[src/positional_list_engine_macros.svh]
// Assertion helpers for the positional list engine.
// All checks run on aclk and are off while aresetn is low.
`ifndef POSITIONAL_LIST_ENGINE_MACROS_SVH
`define POSITIONAL_LIST_ENGINE_MACROS_SVH

// Same-cycle implication
`define PLE_ASSERT_NOW(lbl, ante, cons, msg) \
    lbl: assert property (@(posedge aclk) disable iff (!aresetn) (ante) |-> (cons)) \
        else $error(msg);

// Next-cycle implication
`define PLE_ASSERT_NEXT(lbl, ante, cons, msg) \
    lbl: assert property (@(posedge aclk) disable iff (!aresetn) (ante) |=> (cons)) \
        else $error(msg);

`endif

[src/ple_pkg.sv]
`timescale 1ns / 1ps

package ple_pkg;

    // Fixed port widths
    localparam int ACT_W  = 2;
    localparam int POS_W  = 6;
    localparam int VAL_W  = 32;
    localparam int STAT_W = 3;
    localparam int CNT_W  = 7;

    // Parameter defaults
    localparam int CAPACITY_DEF   = 16;
    localparam int VALUE_BITS_DEF = 32;

    // Request codes
    typedef enum logic [ACT_W-1:0] {
        ACT_INSERT     = 2'd0,
        ACT_REMOVE_AT  = 2'd1,
        ACT_REMOVE_VAL = 2'd2,
        ACT_LIST       = 2'd3
    } action_t;

    // Result status codes
    typedef enum logic [STAT_W-1:0] {
        ST_OK        = 3'd0,
        ST_FULL      = 3'd1,
        ST_BAD_POS   = 3'd2,
        ST_NOT_FOUND = 3'd3,
        ST_NULL      = 3'd4,
        ST_EMPTY     = 3'd5
    } status_t;

    // Per-cycle command broadcast to every cell
    typedef enum logic [2:0] {
        OP_HOLD   = 3'd0,
        OP_INSERT = 3'd1,
        OP_DELETE = 3'd2,
        OP_ROTATE = 3'd3,
        OP_MATCH  = 3'd4
    } cell_op_t;

    typedef struct packed {
        cell_op_t           op;
        logic [CNT_W-1:0]   pos;   // target index
        logic [CNT_W-1:0]   cnt;   // live entry count
    } cell_ctl_t;

endpackage

[src/positional_list_engine.sv]
`timescale 1ns / 1ps
// Positional list engine: an ordered list of up to CAPACITY words held in a
// row of cells, one word per cell, with a live entry count.
// Input channel s_*: one request per item (insert at position, remove at
// position, remove first equal word, list all). Result channel m_*: status,
// element word/position, count after the request, and last on the final
// result of a request.
// Insert, remove at position and every refused request but a missing word
// give their result in the output register the cycle after acceptance.
// Remove by word first has all cells compare in parallel, then closes up
// the first match by a one-step shift. Listing rotates the row one cell per
// cycle while the output register is free, past cell 0, which feeds the
// output, and ends back in its original order. One request is in work
// at a time; the next is taken once the output register is free or drains.
// When the receiver stalls, the result holds in the output register and the
// row holds its contents. Reset empties the list (count zero) and drops any
// pending result; cell contents need no clearing.
module positional_list_engine #(
    parameter int CAPACITY   = ple_pkg::CAPACITY_DEF,
    parameter int VALUE_BITS = ple_pkg::VALUE_BITS_DEF
) (
    input  logic                       aclk,
    input  logic                       aresetn,

    input  logic                       s_valid,
    output logic                       s_ready,
    input  logic [ple_pkg::ACT_W-1:0]  s_action,
    input  logic [ple_pkg::POS_W-1:0]  s_position,
    input  logic [ple_pkg::VAL_W-1:0]  s_value,

    output logic                       m_valid,
    input  logic                       m_ready,
    output logic [ple_pkg::STAT_W-1:0] m_status,
    output logic [ple_pkg::VAL_W-1:0]  m_element_value,
    output logic [ple_pkg::POS_W-1:0]  m_element_position,
    output logic [ple_pkg::CNT_W-1:0]  m_count,
    output logic                       m_last
);
    import ple_pkg::*;

    localparam int CW = $clog2(CAPACITY + 1);
    localparam int IW = $clog2(CAPACITY);

    typedef enum logic [2:0] {
        S_IDLE = 3'b001,
        S_FIND = 3'b010,
        S_LIST = 3'b100
    } state_t;

    state_t          state_reg, state_next;
    logic [CW-1:0]   count_reg, count_next;
    logic [CW-1:0]   list_idx_reg, list_idx_next;

    logic              m_valid_reg, m_valid_next;
    logic [STAT_W-1:0] m_status_reg, m_status_next;
    logic [VAL_W-1:0]  m_value_reg, m_value_next;
    logic [POS_W-1:0]  m_pos_reg, m_pos_next;
    logic [CNT_W-1:0]  m_count_reg, m_count_next;
    logic              m_last_reg, m_last_next;

    cell_ctl_t             cell_ctl;
    logic [VALUE_BITS-1:0] cell_data [CAPACITY];
    logic [CAPACITY-1:0]   cell_match;

    logic [VALUE_BITS-1:0] in_word;
    logic                  in_null;
    logic [CNT_W-1:0]      in_pos;
    logic [CNT_W-1:0]      cnt_ext;
    logic [CNT_W-1:0]      ins_pos;
    logic                  full;
    logic                  out_free;
    logic                  accept;
    logic                  hit_found;
    logic [IW-1:0]         hit_idx;
    logic [CW-1:0]         list_idx_p1;

    // Request decode helpers
    assign in_word     = VALUE_BITS'(s_value);
    assign in_null     = (in_word == '0);
    assign in_pos      = CNT_W'(s_position);
    assign cnt_ext     = CNT_W'(count_reg);
    assign ins_pos     = (in_pos > cnt_ext) ? cnt_ext : in_pos;
    assign full        = (count_reg == CW'(CAPACITY));
    assign out_free    = !m_valid_reg || m_ready;
    assign s_ready     = (state_reg == S_IDLE) && out_free;
    assign accept      = s_valid && s_ready;
    assign list_idx_p1 = list_idx_reg + 1'b1;

    // Row of cells
    for (genvar g = 0; g < CAPACITY; g++) begin : g_cell
        ple_cell #(
            .VALUE_BITS (VALUE_BITS),
            .INDEX      (g)
        ) u_cell (
            .aclk    (aclk),
            .aresetn (aresetn),
            .ctl     (cell_ctl),
            .wdata   (in_word),
            .head    (cell_data[0]),
            .left    (cell_data[(g == 0) ? 0 : g - 1]),
            .right   (cell_data[(g == CAPACITY - 1) ? g : g + 1]),
            .data    (cell_data[g]),
            .match   (cell_match[g])
        );
    end

    // First matching cell
    always_comb begin
        hit_found = 1'b0;
        hit_idx   = '0;
        for (int i = CAPACITY - 1; i >= 0; i--) begin
            if (cell_match[i]) begin
                hit_found = 1'b1;
                hit_idx   = IW'(i);
            end
        end
    end

    // Sequencer and result build
    always_comb begin
        state_next    = state_reg;
        count_next    = count_reg;
        list_idx_next = list_idx_reg;
        cell_ctl.op   = OP_HOLD;
        cell_ctl.pos  = '0;
        cell_ctl.cnt  = cnt_ext;

        m_valid_next  = m_valid_reg && !m_ready;
        m_status_next = m_status_reg;
        m_value_next  = m_value_reg;
        m_pos_next    = m_pos_reg;
        m_count_next  = m_count_reg;
        m_last_next   = m_last_reg;

        unique case (state_reg)
            S_IDLE: begin
                if (accept) begin
                    m_status_next = ST_OK;
                    m_value_next  = '0;
                    m_pos_next    = '0;
                    m_count_next  = cnt_ext;
                    m_last_next   = 1'b1;
                    unique case (action_t'(s_action))
                        ACT_INSERT: begin
                            m_valid_next = 1'b1;
                            if (in_null) begin
                                m_status_next = ST_NULL;
                            end else if (full) begin
                                m_status_next = ST_FULL;
                            end else begin
                                cell_ctl.op  = OP_INSERT;
                                cell_ctl.pos = ins_pos;
                                count_next   = count_reg + 1'b1;
                                m_pos_next   = POS_W'(ins_pos);
                                m_count_next = CNT_W'(count_next);
                            end
                        end
                        ACT_REMOVE_AT: begin
                            m_valid_next = 1'b1;
                            if (in_pos >= cnt_ext) begin
                                m_status_next = ST_BAD_POS;
                            end else begin
                                cell_ctl.op  = OP_DELETE;
                                cell_ctl.pos = in_pos;
                                count_next   = count_reg - 1'b1;
                                m_pos_next   = s_position;
                                m_count_next = CNT_W'(count_next);
                            end
                        end
                        ACT_REMOVE_VAL: begin
                            if (in_null) begin
                                m_valid_next  = 1'b1;
                                m_status_next = ST_NULL;
                            end else begin
                                cell_ctl.op = OP_MATCH;
                                state_next  = S_FIND;
                            end
                        end
                        ACT_LIST: begin
                            if (count_reg == '0) begin
                                m_valid_next  = 1'b1;
                                m_status_next = ST_EMPTY;
                            end else begin
                                list_idx_next = '0;
                                state_next    = S_LIST;
                            end
                        end
                        default: begin
                        end
                    endcase
                end
            end
            S_FIND: begin
                if (out_free) begin
                    m_valid_next = 1'b1;
                    m_value_next = '0;
                    m_last_next  = 1'b1;
                    state_next   = S_IDLE;
                    if (hit_found) begin
                        cell_ctl.op   = OP_DELETE;
                        cell_ctl.pos  = CNT_W'(hit_idx);
                        count_next    = count_reg - 1'b1;
                        m_status_next = ST_OK;
                        m_pos_next    = POS_W'(hit_idx);
                        m_count_next  = CNT_W'(count_next);
                    end else begin
                        m_status_next = ST_NOT_FOUND;
                        m_pos_next    = '0;
                        m_count_next  = cnt_ext;
                    end
                end
            end
            S_LIST: begin
                if (out_free) begin
                    cell_ctl.op   = OP_ROTATE;
                    m_valid_next  = 1'b1;
                    m_status_next = ST_OK;
                    m_value_next  = VAL_W'(cell_data[0]);
                    m_pos_next    = POS_W'(list_idx_reg);
                    m_count_next  = cnt_ext;
                    m_last_next   = (list_idx_p1 == count_reg);
                    list_idx_next = list_idx_p1;
                    if (list_idx_p1 == count_reg) begin
                        state_next = S_IDLE;
                    end
                end
            end
            default: begin
                state_next = S_IDLE;
            end
        endcase
    end

    // Control state
    always_ff @(posedge aclk) begin
        if (!aresetn) begin
            state_reg    <= S_IDLE;
            count_reg    <= '0;
            list_idx_reg <= '0;
            m_valid_reg  <= 1'b0;
        end else begin
            state_reg    <= state_next;
            count_reg    <= count_next;
            list_idx_reg <= list_idx_next;
            m_valid_reg  <= m_valid_next;
        end
    end

    // Result payload
    always_ff @(posedge aclk) begin
        m_status_reg <= m_status_next;
        m_value_reg  <= m_value_next;
        m_pos_reg    <= m_pos_next;
        m_count_reg  <= m_count_next;
        m_last_reg   <= m_last_next;
    end

    assign m_valid            = m_valid_reg;
    assign m_status           = m_status_reg;
    assign m_element_value    = m_value_reg;
    assign m_element_position = m_pos_reg;
    assign m_count            = m_count_reg;
    assign m_last             = m_last_reg;

    // Checks
    `include "positional_list_engine_macros.svh"

    `PLE_ASSERT_NOW(a_count_cap, 1'b1, count_reg <= CW'(CAPACITY), "count above capacity")
    `PLE_ASSERT_NOW(a_list_idx, state_reg == S_LIST, list_idx_reg < count_reg, "list index past count")
    `PLE_ASSERT_NEXT(a_single_result, accept && (s_action == ACT_INSERT || s_action == ACT_REMOVE_AT), m_valid && m_last && state_reg == S_IDLE, "missing single result")

endmodule

[src/ple_cell.sv]
`timescale 1ns / 1ps

module ple_cell #(
    parameter int VALUE_BITS = ple_pkg::VALUE_BITS_DEF,
    parameter int INDEX      = 0
) (
    input  logic                  aclk,
    input  logic                  aresetn,
    input  ple_pkg::cell_ctl_t    ctl,
    input  logic [VALUE_BITS-1:0] wdata,
    input  logic [VALUE_BITS-1:0] head,
    input  logic [VALUE_BITS-1:0] left,
    input  logic [VALUE_BITS-1:0] right,
    output logic [VALUE_BITS-1:0] data,
    output logic                  match
);
    import ple_pkg::*;

    localparam logic [CNT_W-1:0] IDX    = CNT_W'(INDEX);
    localparam logic [CNT_W-1:0] IDX_P1 = CNT_W'(INDEX + 1);

    logic [VALUE_BITS-1:0] data_reg, data_next;
    logic                  match_reg, match_next;

    // Word update: open a gap, close a gap, or rotate one step toward cell 0; a match op sets the match flag
    always_comb begin
        data_next  = data_reg;
        match_next = match_reg;
        unique case (ctl.op)
            OP_INSERT: begin
                if (IDX > ctl.pos) begin
                    data_next = left;
                end else if (IDX == ctl.pos) begin
                    data_next = wdata;
                end
            end
            OP_DELETE: begin
                if (IDX >= ctl.pos) begin
                    data_next = right;
                end
            end
            OP_ROTATE: begin
                if (IDX_P1 == ctl.cnt) begin
                    data_next = head;
                end else if (IDX_P1 < ctl.cnt) begin
                    data_next = right;
                end
            end
            OP_MATCH: begin
                match_next = (IDX < ctl.cnt) && (data_reg == wdata);
            end
            default: begin
            end
        endcase
    end

    always_ff @(posedge aclk) begin
        data_reg <= data_next;
    end

    always_ff @(posedge aclk) begin
        if (!aresetn) begin
            match_reg <= 1'b0;
        end else begin
            match_reg <= match_next;
        end
    end

    assign data  = data_reg;
    assign match = match_reg;

endmodule

[config.mk]
export PLATFORM = sky130hd
export DESIGN_NAME = positional_list_engine
export DESIGN_NICKNAME = d
export VERILOG_FILES = /design/src/ple_pkg.sv /design/src/positional_list_engine.sv /design/src/ple_cell.sv
export VERILOG_INCLUDE_DIRS = /design/src /design/src/src
export SDC_FILE = /design/constraint.sdc
export NUM_CORES = 2
export LEC_CHECK = 0
export BUFFER_PORTS_ARGS = -buffer_cell sky130_fd_sc_hd__clkbuf_2
export CAP_MARGIN = 40
export CORE_ASPECT_RATIO = 1.5
export CORE_MARGIN = 5
export CORE_UTILIZATION = 45
export CTS_BUF_LIST = sky130_fd_sc_hd__clkbuf_8
export DETAILED_ROUTE_END_ITERATION = 8
export GPL_TIMING_DRIVEN = 0
export PLACE_DENSITY = 0.64
export SYNTH_ARGS = -nofsm -noshare
export SYNTH_HDL_FRONTEND = slang
export SYNTH_SLANG_ARGS = --single-unit
[constraint.sdc]
create_clock -name aclk -period 11.88 [get_ports aclk]
set_clock_uncertainty 0.15 [all_clocks]
set_input_delay 1.782 -clock aclk [delete_from_list [all_inputs] [get_ports aclk]]
set_output_delay 1.782 -clock aclk [all_outputs]
set_load 0.1 [all_outputs]
==> results of run 1 <==
metrics by stage:
stage,setup slack (ps),std cells,setup TNS (ps),hold WS [ps],util
floorplan,2456,3655,0,325.3,-
global placement,-4506,4835,-448890,356.7,0.4720
detailed placement,3976,5024,0,382.6,0.4991
CTS,4850,5203,0,392.8,0.5215
metal layers:
| layer | track usage | overflow |
|---|---|---|
| met4 | 0.6533 | 41 |
| met3 | 0.3279 | 0 |
| met1 | 0.6101 | 0 |
| met2 | 0.8250 | 57 |
| met5 | 0.02614 | 0 |
synthesized netlist by cell type (all sizes together), types with 64 or more instances:
master  instances
nand4          79
o21ai         271
a221o          64
clkbuf        268
buf           143
o211ai        194
edfxtp        559
a22oi         390
nand2         181
mux2i         228
nor4          101
nand3         212
xor2          280
xnor2         245
kinds of logic after synthesis:
| logic type | count (synthesis) | synth area share |
|---|---|---|
| AOI/OAI and AO/OA | 1064 | 0.1980 |
| and+or+nand+nor | 775 | 0.1064 |
| DFF | 589 | 0.4605 |
| xor gates and xnor gates | 525 | 0.1218 |
| buffers and inverters | 460 | 0.04914 |
| muxes | 228 | 0.06044 |
| adders and majority gates | 11 | 0.003645 |
| other | 1 | 0.00009932 |
==> flow_summary.yaml, run 1 <==
clock_network:
  hold_buffers: 0
  cts_setup_buffers: 0
  cts_buffer_depth: 3
  clock-sinks: 589
  ctsResizeCount: 0
  cts_made_buffers: 101
  ctsHtreeMaxLevel: 3
  clockRootBuffer: "clkbuf_8"
synth:
  synth-edff-count: 559
  synth_top_area_share: 0.4446
  synth_cells: 3653
  synth.avg_cell_area_um2: 10.34
  async_reset_ff_frac: 0
  ys_types: 69
  synth_area_um2: 37760
  ys_seq_area_frac: 0.4605
  synth_top_flop_cell: "edfxtp_1"
  synth-seq-cells: 589
  yosys_warnings: 0
  netlist_top_cells_area: "edfxtp_1, a22oi_1, xor2_1"
  synth_area_leader_cell: "edfxtp_1"
run_status:
  error_line: "[ERROR GRT-0116] Global routing finished with congestion. Check the congestion regions in the DRC Viewer."
  status: "did not finish"
  failed_stage: "global routing"
grt:
  grt_max_degree: 33
  grt.overflow.total: 98
  track_usage: 0.6012
  grt_pass1_wl_mm: 367.6
  grt_pass1_vias: 39880
floorplan:
  start_util: 0.4516
  fp-row-count: 130
  dieHeight_um: 364.8
  die_width_um: 246.5
  io_pins: 95
place:
  port_buffers: 58
  place_congestion: 1.310
  placed_area_um2: 41730
  post-dp-hpwl_mm: 203.5
==> run 2, diff against run 1 <==
--- a/config.mk
+++ b/config.mk
@@ -8,13 +8,11 @@
 export LEC_CHECK = 0
 export BUFFER_PORTS_ARGS = -buffer_cell sky130_fd_sc_hd__clkbuf_2
 export CAP_MARGIN = 40
-export CORE_ASPECT_RATIO = 1.5
 export CORE_MARGIN = 5
-export CORE_UTILIZATION = 45
-export CTS_BUF_LIST = sky130_fd_sc_hd__clkbuf_8
+export CORE_UTILIZATION = 30
 export DETAILED_ROUTE_END_ITERATION = 8
 export GPL_TIMING_DRIVEN = 0
-export PLACE_DENSITY = 0.64
+export PLACE_DENSITY_LB_ADDON = 0.15
 export SYNTH_ARGS = -nofsm -noshare
 export SYNTH_HDL_FRONTEND = slang
 export SYNTH_SLANG_ARGS = --single-unit
==> flow_summary.yaml, run 2 <==
run_status:
  status: "complete, no violations"
grt:
  grt.overflow.total: 0
  grt_pass1_wl_mm: 332.5
  grt_pass1_vias: 34900
  antenna_found_initial: 15
  grt_max_degree: 33
  track_usage: 0.3770
place:
  placed_area_um2: 42920
  post-dp-hpwl_mm: 215.6
  place_congestion: 1.105
  dp_slack_ps: 3860
  port_buffers: 58
  dp_cells: 5582
setup_path:
  critPathMaxStageDelay_ps: 850
  r2r-start: "count_reg[1]"
  r2r_cells: 14
  crit_fanout: 32
  worstPathRequired_ps: 12070
  path_cells: "buf_2 -> nor4_1 -> nand4_1 -> o21ai_1 -> nor2_1 -> a22oi_1 -> a221oi_1 -> buf_2 -> a21oi_1 -> buf_2 -> buf_1 -> and2_2"
  crit_family: "simple AND/OR/NAND/NOR gates"
  setup.worst_path.end_class: "flip-flop"
  crit_buf_inv: 4
  critPathKind: "input pin to flip-flop"
  crit_arrival_ps: 7820
  crit_path_start_kind: "input pin"
  slowest_stage: "and2_2"
  crit_top_cell: "buf_2"
  regToRegSetupSlack_ps: 4780
  reg2reg_to: "g_cell[6].u_cell.data[5]"
power_and_ir_drop:
  p_int_mw: 6.088
  clockPowerShare: 0.219
  p_leak_nw: 15.01
  vdd_drop_max_mv: 0.1303
  seq_power_share: 0.335
  power.switching_mw: 5.448
  switching_share: 0.4722
  p_comb_frac: 0.446
  p_per_area_nw_per_um2: 253.1
  fin_total_pwr_mw: 11.54
finish:
  final_cell_count_no_fill: 5741
  final_common_cell: "edfxtp_1"
  post-route-util: 0.3635
  drive_gt1_frac: 0.1249
  nets: 4073
  final_area_um2: 45580
  largest_reg_flops: 512
  synthToLayoutAreaGrowth_pct: 20.72
  layout_common_cells: "edfxtp_1, a22oi_1, xor2_1, clkbuf_1, xnor2_1"
synth:
  synth_area_leader_cell: "edfxtp_1"
  synth-seq-cells: 589
  synth.avg_cell_area_um2: 10.34
  synth_top_flop_cell: "edfxtp_1"
  netlist_top_cells_area: "edfxtp_1, a22oi_1, xor2_1"
  synth_top_cells_by_count: "edfxtp_1, a22oi_1, xor2_1"
  yosys_warnings: 0
  yosysMostFrequentCell: "edfxtp_1"
  synth_area_um2: 37760
  ys_types: 69
  synth_top_area_share: 0.4446
  async_reset_ff_frac: 0
  synth-edff-count: 559
  synth_cells: 3653
  ys_seq_area_frac: 0.4605
drt:
  ant_nets: 0
  wire_per_inst_um: 44.87
  first_pass_iters: 6
  via_per_inst: 6.330
  first_iter_violations: 5334
  drc: 0
  vias: 36340
  wl_mm: 257.6
clock_network:
  clock-sinks: 589
  cts_setup_buffers: 0
  ctsResizeCount: 0
  hold_buffers: 0
  clk_pin_slew_ps: 60
  cts_made_buffers: 79
  ctsHtreeMaxLevel: 3
  clockRootBuffer: "clkbuf_16"
  cts_buffer_depth: 3
  worstSkewPairLatency_ps: 740
  cts_tree: "built"
timing:
  fin_ws_ps: 4249
  hold_ws_ps: 392.6
  setup_viol_count_final: 0
  tightestPinTransition_ps: 1134
  hold_violations: 0
  fmax_mhz: 131.0
  finalCritPeriodShare: 0.6423
  finalMaxSlewViolations: 0
  period_needed_ps: 7631
  tns_ps: 0
  max_slew_margin: 0.2443
  rsz0062_at_grt: "no"
floorplan:
  core_area_um2: 125400
  die_width_um: 364.8
  io_pins: 95
  start_util: 0.3011
  fp-row-count: 130
  dieHeight_um: 364.8
  dieArea_um2: 133100
hold_path:
  worstHoldEndpoint: "g_cell[14].u_cell.match"
  hold_class: "flip-flop to flip-flop"
  hp-start: "g_cell[14].u_cell.match"
  min_path_cells: 2
run:
  cap_violations: 0
-- run 2: cell counts after synthesis --
Identical to the previous run, type by type.
-- run 2: layer usage --
layer / GRT usage / wire [µm] / up-vias
met2: 0.5690 / 110200 / 2694
met5: 0 / 36 / -
li1: - / - / 14720
met4: 0.3154 / 26980 / 6
met1: 0.4609 / 96890 / 18180
met3: 0.08074 / 23480 / 740
-- run 2: how the worst max path moves through the flow --
stage | start | endpoint | slack, ps | depth (start not counted)
global placement | s_value[11] | g_cell[8].u_cell.data[18] | -3510 | 9
global route | s_value[9] | g_cell[6].u_cell.data[5] | 4390 | 12
CTS | s_value[9] | g_cell[6].u_cell.data[5] | 4600 | 12
finish | s_value[9] | g_cell[6].u_cell.data[5] | 4250 | 12
floorplan | s_position[3] | g_cell[8].u_cell.data[0] | 2460 | 10
detailed placement | s_value[9] | g_cell[6].u_cell.data[3] | 3860 | 12
-- run 2: power groups by stage --
stage	Clock [mW]	Combinational (mW)	Sequential, mW
detailed placement	0	4.94	3.88
global route	2.62	5.18	3.90
finish	2.53	5.14	3.86
CTS	2.54	4.95	3.84
floorplan	0	2.11	4.24
global placement	0	4.56	3.99
-- run 2: cell families (layout without fill, tap and decap cells) --
family / Yosys count / count (layout) / share of synthesized area
AOI/OAI and AO/OA: 1064 / 1064 / 0.1980
adders and majority gates: 11 / 11 / 0.003645
muxes: 228 / 228 / 0.06044
other: 1 / 11 / 0.00009932
buffers and inverters: 460 / 888 / 0.04914
and+or+nand+nor: 775 / 775 / 0.1064
xor gates and xnor gates: 525 / 525 / 0.1218
DFF: 589 / 589 / 0.4605
-- run 2: cell type report --
| class | count | area (µm²) |
|---|---|---|
| diodes | 8 | 20.02 |
| plain buffers | 411 | 1679 |
| clock buffers | 97 | 2138 |
| clock inverters | 49 | 470.5 |
| fillers | 12780 | 79830 |
| inverters | 49 | 183.9 |
| multi-input cells | 2606 | 18710 |
| flip-flops and latches | 589 | 17390 |
| well taps | 1650 | 2064 |
| repair buffers | 282 | 2933 |
-- run 2: worst min-delay path, cell delays in order, from the launching register on --
cell      delay, ps
dfxtp_1         350
nand2_1          70
a21boi_0         70
Power figures use the tool's default switching activity.
